## src/rtl/remove_k_nearest_values_defines.svh

```systemverilog
// Assertion helpers shared by the RTL of the nearest-value removal block.
// Both sample on the rising edge of clk and are off while rst_n is low.
`ifndef REMOVE_K_NEAREST_VALUES_DEFINES_SVH
`define REMOVE_K_NEAREST_VALUES_DEFINES_SVH

// The consequent must hold in the same cycle as the antecedent.
`define RKNV_ASSERT_NOW(label, ante, cons, msg) \
  label: assert property (@(posedge clk) disable iff (!rst_n) (ante) |-> (cons)) \
    else $error(msg);

// The consequent must hold in the cycle after the antecedent.
`define RKNV_ASSERT_NEXT(label, ante, cons, msg) \
  label: assert property (@(posedge clk) disable iff (!rst_n) (ante) |=> (cons)) \
    else $error(msg);

`endif

```

## src/rtl/rknv_pkg.sv

```systemverilog
package rknv_pkg;

  // Field widths fixed by the item formats.
  localparam int VALUE_W  = 32;
  localparam int DIST_W   = VALUE_W + 1;
  localparam int RMCNT_W  = 7;

  localparam logic [RMCNT_W-1:0] RMCNT_RESET = 7'd5;

  // Input item modes.
  localparam logic MODE_APPEND = 1'b0;
  localparam logic MODE_QUERY  = 1'b1;

  typedef struct packed {
    logic                      mode;
    logic signed [VALUE_W-1:0] value;
  } in_item_t;

  typedef struct packed {
    logic signed [VALUE_W-1:0] element;
    logic                      last;
    logic                      empty_res;
    logic                      overflowed;
  } out_item_t;

  typedef enum logic [2:0] {
    ST_IDLE,
    ST_RM_CHK,
    ST_RM_SCAN,
    ST_RM_MARK,
    ST_EMIT_RD,
    ST_EMIT_WR,
    ST_EMIT_EMPTY,
    ST_DONE
  } state_t;

endpackage

```

## src/rtl/remove_k_nearest_values.sv

```systemverilog
// Nearest-value removal store.
// The input channel (in_valid/in_ready/in_data) carries two kinds of item.
// An append item writes its value at the end of the store; while the block
// is idle appends are taken back to back, one per cycle. A full store drops
// further appends and sets a sticky overflow flag.
// A query item holds in_ready low until the query has finished. The block
// removes, at most remove_count times, the live entry nearest to the target
// (lowest index on a tie). Each removal is one pass of the store's single
// read port over all appended entries. Removed entries are only masked,
// so the remaining ones keep their order.
// The remaining entries then leave on out_valid/out_ready in store order,
// masked entries skipped, the final one with last set; an empty store
// yields a single item with empty_res set.
// A registered output stage lets the receiver stall at will: the block waits
// with the next item until the stage is free. After the run, once the read
// pointer has passed any masked entries behind the last item, the store,
// the overflow flag and the mask are cleared. cfg_we/cfg_wdata set
// remove_count; the user must write it only while idle (not enforced here).
// Reset empties the store, clears the overflow flag, sets remove_count to 5.
module remove_k_nearest_values
  import rknv_pkg::*;
#(
  parameter int STORE_DEPTH = 64
) (
  input  logic                clk,
  input  logic                rst_n,
  input  logic                in_valid,
  output logic                in_ready,
  input  in_item_t            in_data,
  output logic                out_valid,
  input  logic                out_ready,
  output out_item_t           out_data,
  input  logic                cfg_we,
  input  logic [RMCNT_W-1:0]  cfg_wdata
);

`include "remove_k_nearest_values_defines.svh"

  localparam int AW = (STORE_DEPTH > 1) ? $clog2(STORE_DEPTH) : 1;
  localparam int CW = $clog2(STORE_DEPTH + 1);
  localparam logic [CW-1:0] DEPTH_C = CW'(STORE_DEPTH);

  // Store memory and its registered read data.
  logic signed [VALUE_W-1:0] mem [STORE_DEPTH];
  logic signed [VALUE_W-1:0] rd_q_r;

  state_t                    state_r, state_nxt;
  logic [CW-1:0]             count_r;
  logic [CW-1:0]             live_r;
  logic                      ovf_r;
  logic [STORE_DEPTH-1:0]    removed_r;
  logic [RMCNT_W-1:0]        rmcnt_r;
  logic [RMCNT_W-1:0]        rem_left_r;
  logic signed [VALUE_W-1:0] target_r;
  logic [CW-1:0]             addr_r;
  logic [CW-1:0]             emit_cnt_r;
  logic                      p1_vld_r;
  logic [AW-1:0]             p1_idx_r;
  logic                      p2_vld_r;
  logic [AW-1:0]             p2_idx_r;
  logic [DIST_W-1:0]         p2_dist_r;
  logic                      best_vld_r;
  logic [AW-1:0]             best_idx_r;
  logic [DIST_W-1:0]         best_dist_r;
  logic                      out_valid_r;
  out_item_t                 out_data_r;

  logic                      append, q_start, scan_start, scan_rd, mem_re;
  logic                      addr_clr, addr_inc, mark, emit_load, empty_load, clear_all;
  logic                      out_free;
  logic [AW-1:0]             addr_idx;
  logic [DIST_W-1:0]         diff;
  logic [DIST_W-1:0]         abs_dist;

  assign addr_idx  = addr_r[AW-1:0];
  assign out_free  = !out_valid_r || out_ready;
  assign out_valid = out_valid_r;
  assign out_data  = out_data_r;

  // Sequencer: next state and control strobes.
  always_comb begin
    state_nxt  = state_r;
    in_ready   = 1'b0;
    append     = 1'b0;
    q_start    = 1'b0;
    scan_start = 1'b0;
    scan_rd    = 1'b0;
    mem_re     = 1'b0;
    addr_clr   = 1'b0;
    addr_inc   = 1'b0;
    mark       = 1'b0;
    emit_load  = 1'b0;
    empty_load = 1'b0;
    clear_all  = 1'b0;
    unique case (state_r)
      ST_IDLE: begin
        in_ready = 1'b1;
        if (in_valid) begin
          if (in_data.mode == MODE_QUERY) begin
            q_start   = 1'b1;
            state_nxt = ST_RM_CHK;
          end else begin
            append = 1'b1;
          end
        end
      end
      ST_RM_CHK: begin
        addr_clr = 1'b1;
        if (rem_left_r == '0 || live_r == '0) begin
          state_nxt = (live_r == '0) ? ST_EMIT_EMPTY : ST_EMIT_RD;
        end else begin
          scan_start = 1'b1;
          state_nxt  = ST_RM_SCAN;
        end
      end
      ST_RM_SCAN: begin
        if (addr_r != count_r) begin
          scan_rd  = 1'b1;
          mem_re   = 1'b1;
          addr_inc = 1'b1;
        end else if (!p1_vld_r && !p2_vld_r) begin
          state_nxt = ST_RM_MARK;
        end
      end
      ST_RM_MARK: begin
        mark      = 1'b1;
        state_nxt = ST_RM_CHK;
      end
      ST_EMIT_RD: begin
        priority if (addr_r == count_r) begin
          state_nxt = ST_DONE;
        end else if (removed_r[addr_idx]) begin
          addr_inc = 1'b1;
        end else begin
          mem_re    = 1'b1;
          state_nxt = ST_EMIT_WR;
        end
      end
      ST_EMIT_WR: begin
        if (out_free) begin
          emit_load = 1'b1;
          addr_inc  = 1'b1;
          state_nxt = ST_EMIT_RD;
        end
      end
      ST_EMIT_EMPTY: begin
        if (out_free) begin
          empty_load = 1'b1;
          state_nxt  = ST_DONE;
        end
      end
      ST_DONE: begin
        clear_all = 1'b1;
        state_nxt = ST_IDLE;
      end
      default: state_nxt = ST_IDLE;
    endcase
  end

  always_ff @(posedge clk) begin
    if (!rst_n) begin
      state_r <= ST_IDLE;
    end else begin
      state_r <= state_nxt;
    end
  end

  // Store memory: appends write at the fill point, scans and emission read.
  always_ff @(posedge clk) begin
    if (append && count_r != DEPTH_C) begin
      mem[count_r[AW-1:0]] <= in_data.value;
    end
    if (mem_re) begin
      rd_q_r <= mem[addr_idx];
    end
  end

  // Absolute distance at full precision, one bit wider than the values.
  assign diff     = {rd_q_r[VALUE_W-1], rd_q_r} - {target_r[VALUE_W-1], target_r};
  assign abs_dist = diff[DIST_W-1] ? (~diff + DIST_W'(1)) : diff;

  // Fill count, overflow flag, removal mask and query bookkeeping.
  always_ff @(posedge clk) begin
    if (!rst_n) begin
      count_r    <= '0;
      live_r     <= '0;
      ovf_r      <= 1'b0;
      removed_r  <= '0;
      rmcnt_r    <= RMCNT_RESET;
      rem_left_r <= '0;
    end else begin
      if (cfg_we) begin
        rmcnt_r <= cfg_wdata;
      end
      if (append) begin
        if (count_r != DEPTH_C) begin
          count_r <= count_r + CW'(1);
        end else begin
          ovf_r <= 1'b1;
        end
      end
      if (q_start) begin
        live_r     <= count_r;
        rem_left_r <= rmcnt_r;
      end
      if (mark) begin
        removed_r[best_idx_r] <= 1'b1;
        live_r                <= live_r - CW'(1);
        rem_left_r            <= rem_left_r - RMCNT_W'(1);
      end
      if (clear_all) begin
        count_r   <= '0;
        ovf_r     <= 1'b0;
        removed_r <= '0;
      end
    end
  end

  // Query target and the shared address counter.
  always_ff @(posedge clk) begin
    if (q_start) begin
      target_r <= in_data.value;
    end
    if (addr_clr) begin
      addr_r     <= '0;
      emit_cnt_r <= '0;
    end else begin
      if (addr_inc) begin
        addr_r <= addr_r + CW'(1);
      end
      if (emit_load) begin
        emit_cnt_r <= emit_cnt_r + CW'(1);
      end
    end
  end

  // Scan pipeline: read, distance, then compare against the best so far.
  always_ff @(posedge clk) begin
    if (!rst_n) begin
      p1_vld_r   <= 1'b0;
      p2_vld_r   <= 1'b0;
      best_vld_r <= 1'b0;
    end else begin
      p1_vld_r <= scan_rd;
      p2_vld_r <= p1_vld_r && !removed_r[p1_idx_r];
      if (scan_start) begin
        best_vld_r <= 1'b0;
      end else if (p2_vld_r && (!best_vld_r || p2_dist_r < best_dist_r)) begin
        best_vld_r <= 1'b1;
      end
    end
  end

  always_ff @(posedge clk) begin
    p1_idx_r  <= addr_idx;
    p2_idx_r  <= p1_idx_r;
    p2_dist_r <= abs_dist;
    if (!scan_start && p2_vld_r && (!best_vld_r || p2_dist_r < best_dist_r)) begin
      best_idx_r  <= p2_idx_r;
      best_dist_r <= p2_dist_r;
    end
  end

  // Output stage: holds one item until the receiver takes it.
  always_ff @(posedge clk) begin
    if (!rst_n) begin
      out_valid_r <= 1'b0;
    end else if (emit_load || empty_load) begin
      out_valid_r <= 1'b1;
    end else if (out_ready) begin
      out_valid_r <= 1'b0;
    end
  end

  always_ff @(posedge clk) begin
    if (emit_load) begin
      out_data_r.element    <= rd_q_r;
      out_data_r.last       <= ((emit_cnt_r + CW'(1)) == live_r);
      out_data_r.empty_res  <= 1'b0;
      out_data_r.overflowed <= ovf_r;
    end else if (empty_load) begin
      out_data_r.element    <= '0;
      out_data_r.last       <= 1'b1;
      out_data_r.empty_res  <= 1'b1;
      out_data_r.overflowed <= ovf_r;
    end
  end

  // Outside idle the live count never exceeds the fill count; the fill count never exceeds the depth.
  `RKNV_ASSERT_NOW(a_count_bound, 1'b1, (live_r <= count_r || state_r == ST_IDLE) && count_r <= DEPTH_C, "count out of range")
  // A removal always targets a stored entry that is still live.
  `RKNV_ASSERT_NOW(a_mark_live, state_r == ST_RM_MARK, best_vld_r && !removed_r[best_idx_r] && CW'(best_idx_r) < count_r, "removal of a dead entry")
  // An accepted query starts the removal sequence.
  `RKNV_ASSERT_NEXT(a_query_start, in_valid && in_ready && in_data.mode == MODE_QUERY, state_r == ST_RM_CHK && !in_ready, "query not started")
  // An empty result is always the final item of its run.
  `RKNV_ASSERT_NOW(a_empty_last, out_valid && out_data.empty_res, out_data.last, "empty result without last")

endmodule

```

## config.mk

```make
export PLATFORM = sky130hd
export DESIGN_NAME = remove_k_nearest_values
export DESIGN_NICKNAME = d
export VERILOG_FILES = /design/src/rtl/rknv_pkg.sv /design/src/rtl/remove_k_nearest_values.sv
export VERILOG_INCLUDE_DIRS = /design/src /design/src/rtl
export SDC_FILE = /design/constraint.sdc
export NUM_CORES = 2
export LEC_CHECK = 0
export BUFFER_PORTS_ARGS = -buffer_cell sky130_fd_sc_hd__buf_2
export CORE_MARGIN = 5
export CORE_UTILIZATION = 45
export DETAILED_ROUTE_END_ITERATION = 12
export GPL_ROUTABILITY_DRIVEN = 0
export PLACE_DENSITY = 0.62
export SETUP_SLACK_MARGIN = 0.5
export SYNTH_ARGS = -nofsm -noshare
export SYNTH_HDL_FRONTEND = slang
export SYNTH_SLANG_ARGS = --single-unit
```

## constraint.sdc

```tcl
create_clock -name clk -period 8.75 [get_ports clk]
set_clock_uncertainty 0.05 [all_clocks]
set_input_delay 1.3125 -clock clk [delete_from_list [all_inputs] [get_ports clk]]
set_output_delay 1.3125 -clock clk [all_outputs]
set_load 0.02 [all_outputs]
```

# ---- After elaboration in Yosys (flattened, before gate mapping)
# Memories as Yosys holds them, arrays and structs flattened. A register that Yosys moved wholly into a read port is not among the register bits.
# Index checks and enable logic that the tools add are counted.
dict set report classes {
  bitwise 4
  add_sub_neg 7
  mux 50
  n_reduce_logical 29
  eq_ne 18
  n_lt_le_gt_ge 5
}
# operator count
set ops {}
lappend ops {{2-to-1 mux 35 bit} 2}
lappend ops {{bitwise OR 64 bit} 1}
lappend ops {{adder 33 x 1 -> 33 bit (second input constant)} 1}
lappend ops {{< comparator 33 bit} 1}
lappend ops {{inverter 33 bit} 1}
lappend ops {{subtractor 32 x 32 -> 33 bit} 1}
lappend ops {{2-to-1 mux 32 bit} 1}
lappend ops {{2-to-1 mux 7 bit} 4}
lappend ops {{2-to-1 mux 1 bit} 27}
lappend ops {{2-to-1 mux 3 bit} 9}
lappend ops {{one-hot mux 3 bit (8 select lines)} 1}
lappend ops {{adder 7 x 1 -> 7 bit (second input constant)} 3}
lappend ops {{< comparator 6 x 7 -> 1 bit (second input constant)} 3}
lappend ops {{equality test 7 bit} 2}
lappend ops {{zero test 7 bit} 2}
lappend ops {{subtractor 7 x 1 -> 7 bit (second input constant)} 2}
lappend ops {{binary-select mux 1 bit (select 6 bit)} 2}
lappend ops {{equality test 3 bit (second input constant)} 4}
lappend ops {{inequality test 2 bit (second input constant)} 6}
lappend ops {{logical AND 1 bit} 7}
lappend ops {{inequality test 7 bit} 1}
lappend ops {{inequality test 7 bit (second input constant)} 1}
lappend ops {{AND reduction 7 bit} 1}
lappend ops {{demux 1 bit (select 6 bit)} 1}
lappend ops {{14 further kinds} 29}
dict set report word_totals {
  inputBits 45
  register_bits 265
  elab_cells 138
  ramBits 2048
  n_memories 1
}
# name words word_bits read_ports rd_clocked_by_memory_dff write_ports line
set memory_table {}
lappend memory_table {mem 64 32 1 1 1 remove_k_nearest_values.sv:44} ;# logic signed [VALUE_W-1:0] mem [STORE_DEPTH];

# ---- Longest topological paths before layout
dict set report depth {
  word_depth 7
  ltp_mapped 14
  mapped_depth_nobuf 13
}

# ---- Worst setup path after synthesis
# Ideal clock, no wire load.
dict set report synth_path {
  kind {input to register}
  startpoint {input in_data[32] in the netlist's numbering}
  endpoint {memory mem[63][0] (enable)}
  t_required_ns 8.279
  setup_ns 0.421
  path_stages 6
  path_buffers 2
  path_slack_ns 4.734
  arrival_ns 3.545
  cell_sequence {and3b_1 > and2_1 > clkbuf_1 > nand3_1 > clkbuf_1 > nor2_1}
}
dict set report synth_via {
  elab_chain_cells 6
}
# element line
set synth_lines {}
lappend synth_lines {{from (decl)} remove_k_nearest_values.sv:29} ;# input in_item_t in_data,
lappend synth_lines {{2-to-1 mux 1 bit} remove_k_nearest_values.sv:99} ;# if (in_data.mode == MODE_QUERY) begin
lappend synth_lines {{2-to-1 mux 1 bit} remove_k_nearest_values.sv:98} ;# if (in_valid) begin
lappend synth_lines {{2-to-1 mux 1 bit} remove_k_nearest_values.sv:95} ;# unique case (state_r)
lappend synth_lines {{logical AND 1 bit} remove_k_nearest_values.sv:170} ;# if (append && count_r != DEPTH_C) begin
lappend synth_lines {{2-to-1 mux 1 bit} remove_k_nearest_values.sv:170}
lappend synth_lines {{2-to-1 mux 1 bit (not written as such)} remove_k_nearest_values.sv:171} ;# mem[count_r[AW-1:0]] <= in_data.value;
lappend synth_lines {{to (decl)} remove_k_nearest_values.sv:44}
# Every way passes these cells.

# ---- Worst setup path after layout
dict set report layout_path {
  startpoint {register rd_q_r[0], read port of mem}
  endpoint {register p2_dist_r[31]}
}
dict set report layout_via {
  elab_chain_cells 4
}
# element line
set layout_lines {}
lappend layout_lines {{from (decl)} remove_k_nearest_values.sv:45} ;# logic signed [VALUE_W-1:0] rd_q_r;
lappend layout_lines {{subtractor 32 x 32 -> 33 bit *} remove_k_nearest_values.sv:179} ;# assign diff = {rd_q_r[VALUE_W-1], rd_q_r} - {target_r[VALUE_W-1], target_r};
lappend layout_lines {{inverter 33 bit} remove_k_nearest_values.sv:180} ;# assign abs_dist = diff[DIST_W-1] ? (~diff + DIST_W'(1)) : diff;
lappend layout_lines {{adder 33 x 1 -> 33 bit} remove_k_nearest_values.sv:180}
lappend layout_lines {{2-to-1 mux 32 bit *} remove_k_nearest_values.sv:180}
lappend layout_lines {{net abs_dist[31]} remove_k_nearest_values.sv:73} ;# logic [DIST_W-1:0] abs_dist;
lappend layout_lines {{to (signal assigned)} remove_k_nearest_values.sv:257} ;# p2_dist_r <= abs_dist;
lappend layout_lines {{to (decl)} remove_k_nearest_values.sv:61} ;# logic [DIST_W-1:0] p2_dist_r;
# Mark *: on every way through the listed nets, which the timed path passes. The rest lies on a longest branch.
# A chain may end at the register's enable or synchronous reset.

==> metrics <==
end point of the critical path=p2_dist_r[31]$_DFF_P_; worst-case vdd ir drop=0.241 mV; leakage power=0.0319 µW; mean instance size in the synthesized netlist=21.3 µm²; arrival time of the worst setup path=5.21 ns; unrepaired setup endpoints after global routing=false; Worst Max-Slew Pin Slew=1.36 ns; detail-routed net length per standard cell=30.6 µm; max-slew violation count=0; flops & latches, synth=2,345; Root Buffer Master=clkbuf_16; element type at the critical path end=flip-flop; count of max-cap constraint violations=0; CP startpoint=rd_q_r[0]$_DFFE_PP_; power density over the cells=265 nW/µm²; Routed Wire Length=226,000 µm; DRC viols=0; I/O pins=82; pin count of the biggest net entering global routing=128; count of input and output buffers=81; Initial DRT Pass Iterations=7; Reg-to-Reg Start=rd_q_r[0]$_DFFE_PP_; FP Rows=166; fraction of final layout cells sized beyond drive strength 1=27.6%; first-pass GRT wire length=328,000 µm; non-filler instance count after layout=7,402; total nets after synthesis=4,449; Synth warnings=0; DIE AREA=214,000 µm²; number of failing setup endpoints in the final timing report=0; tightest slew margin relative to the limit=9.29%; number of global-route vias before repair=44,800; dominant cells by area after synthesis=edfxtp_1 (71%), mux4_2 (17%), dfxtp_1 (3.5%), ha_1 (0.99%), nor2_1 (0.87%); reg2reg end=p2_dist_r[31]$_DFF_P_; Hold Startpoint=addr_r[5]$_SDFFE_PN0P_; CTS clock-pin slew for the worst setup and hold paths=0.06 ns; Tot GR Track Use=21.0%; post-route setup TNS=0 ns; upper clock frequency limit=221 MHz; result of the run=finished clean; crit share post-route=51.8%; min setup slack post-route=4.21 ns; DRT iter0 DRCs=5,056; r2r worst-path depth=13; worst setup timing slack at the placement stage=3.99 ns; total via count after detailed routing=44,722; path class of the lowest-slack min-delay path=reg -> reg; Longest Clk Path Bufs=3; total congestion overflow=0; number of hold buffers added after CTS=0; area overhead of the layout relative to synthesis=12.3%; clock latency reported for the late side of the worst-skew pair=0.85 ns; CTS-repair resized insts=0; H-tree Lvls=4; commonest non-fill, non-tap cell in the layout=edfxtp_1; Via density=6.04; Worst Path Max Fanout=4; min Tclk post-route=4.54 ns; top cell type's share of synthesized area=71.2%; Setup CP Type=reg -> reg; instance count of the mapped netlist=4,330; cell count after placement=6,988; ANT nets after route=0; most instantiated flip-flop cell in the synthesis netlist=edfxtp_1; sequential element share of the synthesized area=74.7%; overall die height=462 µm; Cell Area, Synth=92,100 µm²; Min Hold Slack=0.298 ns; CTS tree=yes; post-route core utilization=50.7%; antenna violations before repair=21; number of nets in the finished design=4,643; most used cells in the layout excluding fill and tap cells=edfxtp_1 (2,185), mux4_2 (711), clkbuf_16 (228), dfxtp_1 (154), nor2_1 (149); detailed placer's ending HPWL=126,000 µm; TritonCTS buffer count=222; crit path launch type=flip-flop; horizontal die dimension=462 µm; data required time of the worst path=9.43 ns; worst setup slack for register-to-register paths=4.21 ns; number of endpoints with negative hold slack in the final report=0; worst hold path depth=0; fraction of registers with async set or reset after synthesis=0%; EDFF count, synth=2,185; Yosys top cell by area=edfxtp_1; area inside the core boundary=204,000 µm²; TritonCTS Sinks=2,345; Initial Util=45.1%; unique cell type count in the Yosys netlist=79; Post-CTS Repair Setup Buffers=0
-- synthesized netlist by cell type (43+ instances only) --
cell type     n
edfxtp_1   2185
mux4_2      711
nor2_1      213
dfxtp_1     160
clkbuf_1    154
a21oi_1     125
inv_1        88
ha_1         73
nand2_1      70
buf_1        56
xnor2_1      53
and2_1       43
o21ai_0      43
-- cell type report --
type | count | area (µm²)
inverters | 89 | 334
clock inverters | 121 | 1020
fillers | 15867 | 101000
clock buffers | 284 | 5960
diodes | 9 | 22.5
repair buffers | 190 | 1310
flip-flops and latches | 2345 | 68800
multi-input cells | 1676 | 22600
well taps | 2688 | 3360
-- kinds of logic after synthesis --
| kind of cell | after synthesis | share of synthesized area [%] |
|---|---|---|
| buf+inv | 309 | 1.28 |
| flops | 2345 | 74.7 |
| xor+xnor | 83 | 0.789 |
| compound gates | 302 | 2.07 |
| fa+ha+maj | 74 | 1.01 |
| mux | 726 | 17.6 |
| simple gates | 491 | 2.57 |
-- worst max-delay path: stages, from the launching register on --
cell,delay [ns]
edfxtp_1,0.56
inv_1,0.16
ha_1,0.26
fa_1,0.43
nand2b_1,0.20
a21oi_1,0.23
o2bb2ai_1,0.19
o41ai_1,0.62
a221oi_1,0.21
xnor2_1,0.21
a211oi_1,0.45
nand4_1,0.29
o41a_1,0.39
xor2_1,0.14
-- per-layer routing --
metal  up-vias  GRT usage (%)  part of all wire, %
li1      18419              -                    -
met4         8           5.00                  2.0
met5         -              0                0.024
met1     24226           30.6                   42
met3       296           2.96                  7.0
met2      1773           34.1                   49
-- flip-flops by register name (all words and copies together), names as in the netlist, 7 cells and up --
signal and count:
mem 2048, removed_r 64, out_data 35, best_dist_r 33, p2_dist_r 33, rd_q_r 32
target_r 32, addr_r 7, count_r 7, emit_cnt_r 7, live_r 7, rem_left_r 7
rmcnt_r 7
-- where the power goes --
| part | total (µW) | switching, µW | internal, µW | leakage (µW) |
|---|---|---|---|---|
| registers | 12900 | 303 | 12600 | 0.0210 |
| logic | 5290 | 2770 | 2520 | 0.00756 |
| clock network | 9240 | 4060 | 5180 | 0.00340 |
-- through the flow --
| stage | power (µW) | cell area, µm² |
|---|---|---|
| floorplan | 16800 | 92100 |
| global route | 28500 | 103000 |
| global placement | 18400 | 96400 |
| CTS | 27700 | 103000 |
| detailed placement | 18400 | 96400 |
| finish | 27400 | 103000 |
-- worst min-delay path by stage --
stage | to
after floorplan | p1_idx_r[2]$_DFF_P_
after CTS | p1_idx_r[5]$_DFF_P_
after global placement | p1_idx_r[5]$_DFF_P_
after global routing | p1_idx_r[5]$_DFF_P_
after detailed placement | p1_idx_r[5]$_DFF_P_
final | p1_idx_r[5]$_DFF_P_
(Power assumes the default switching activity.)
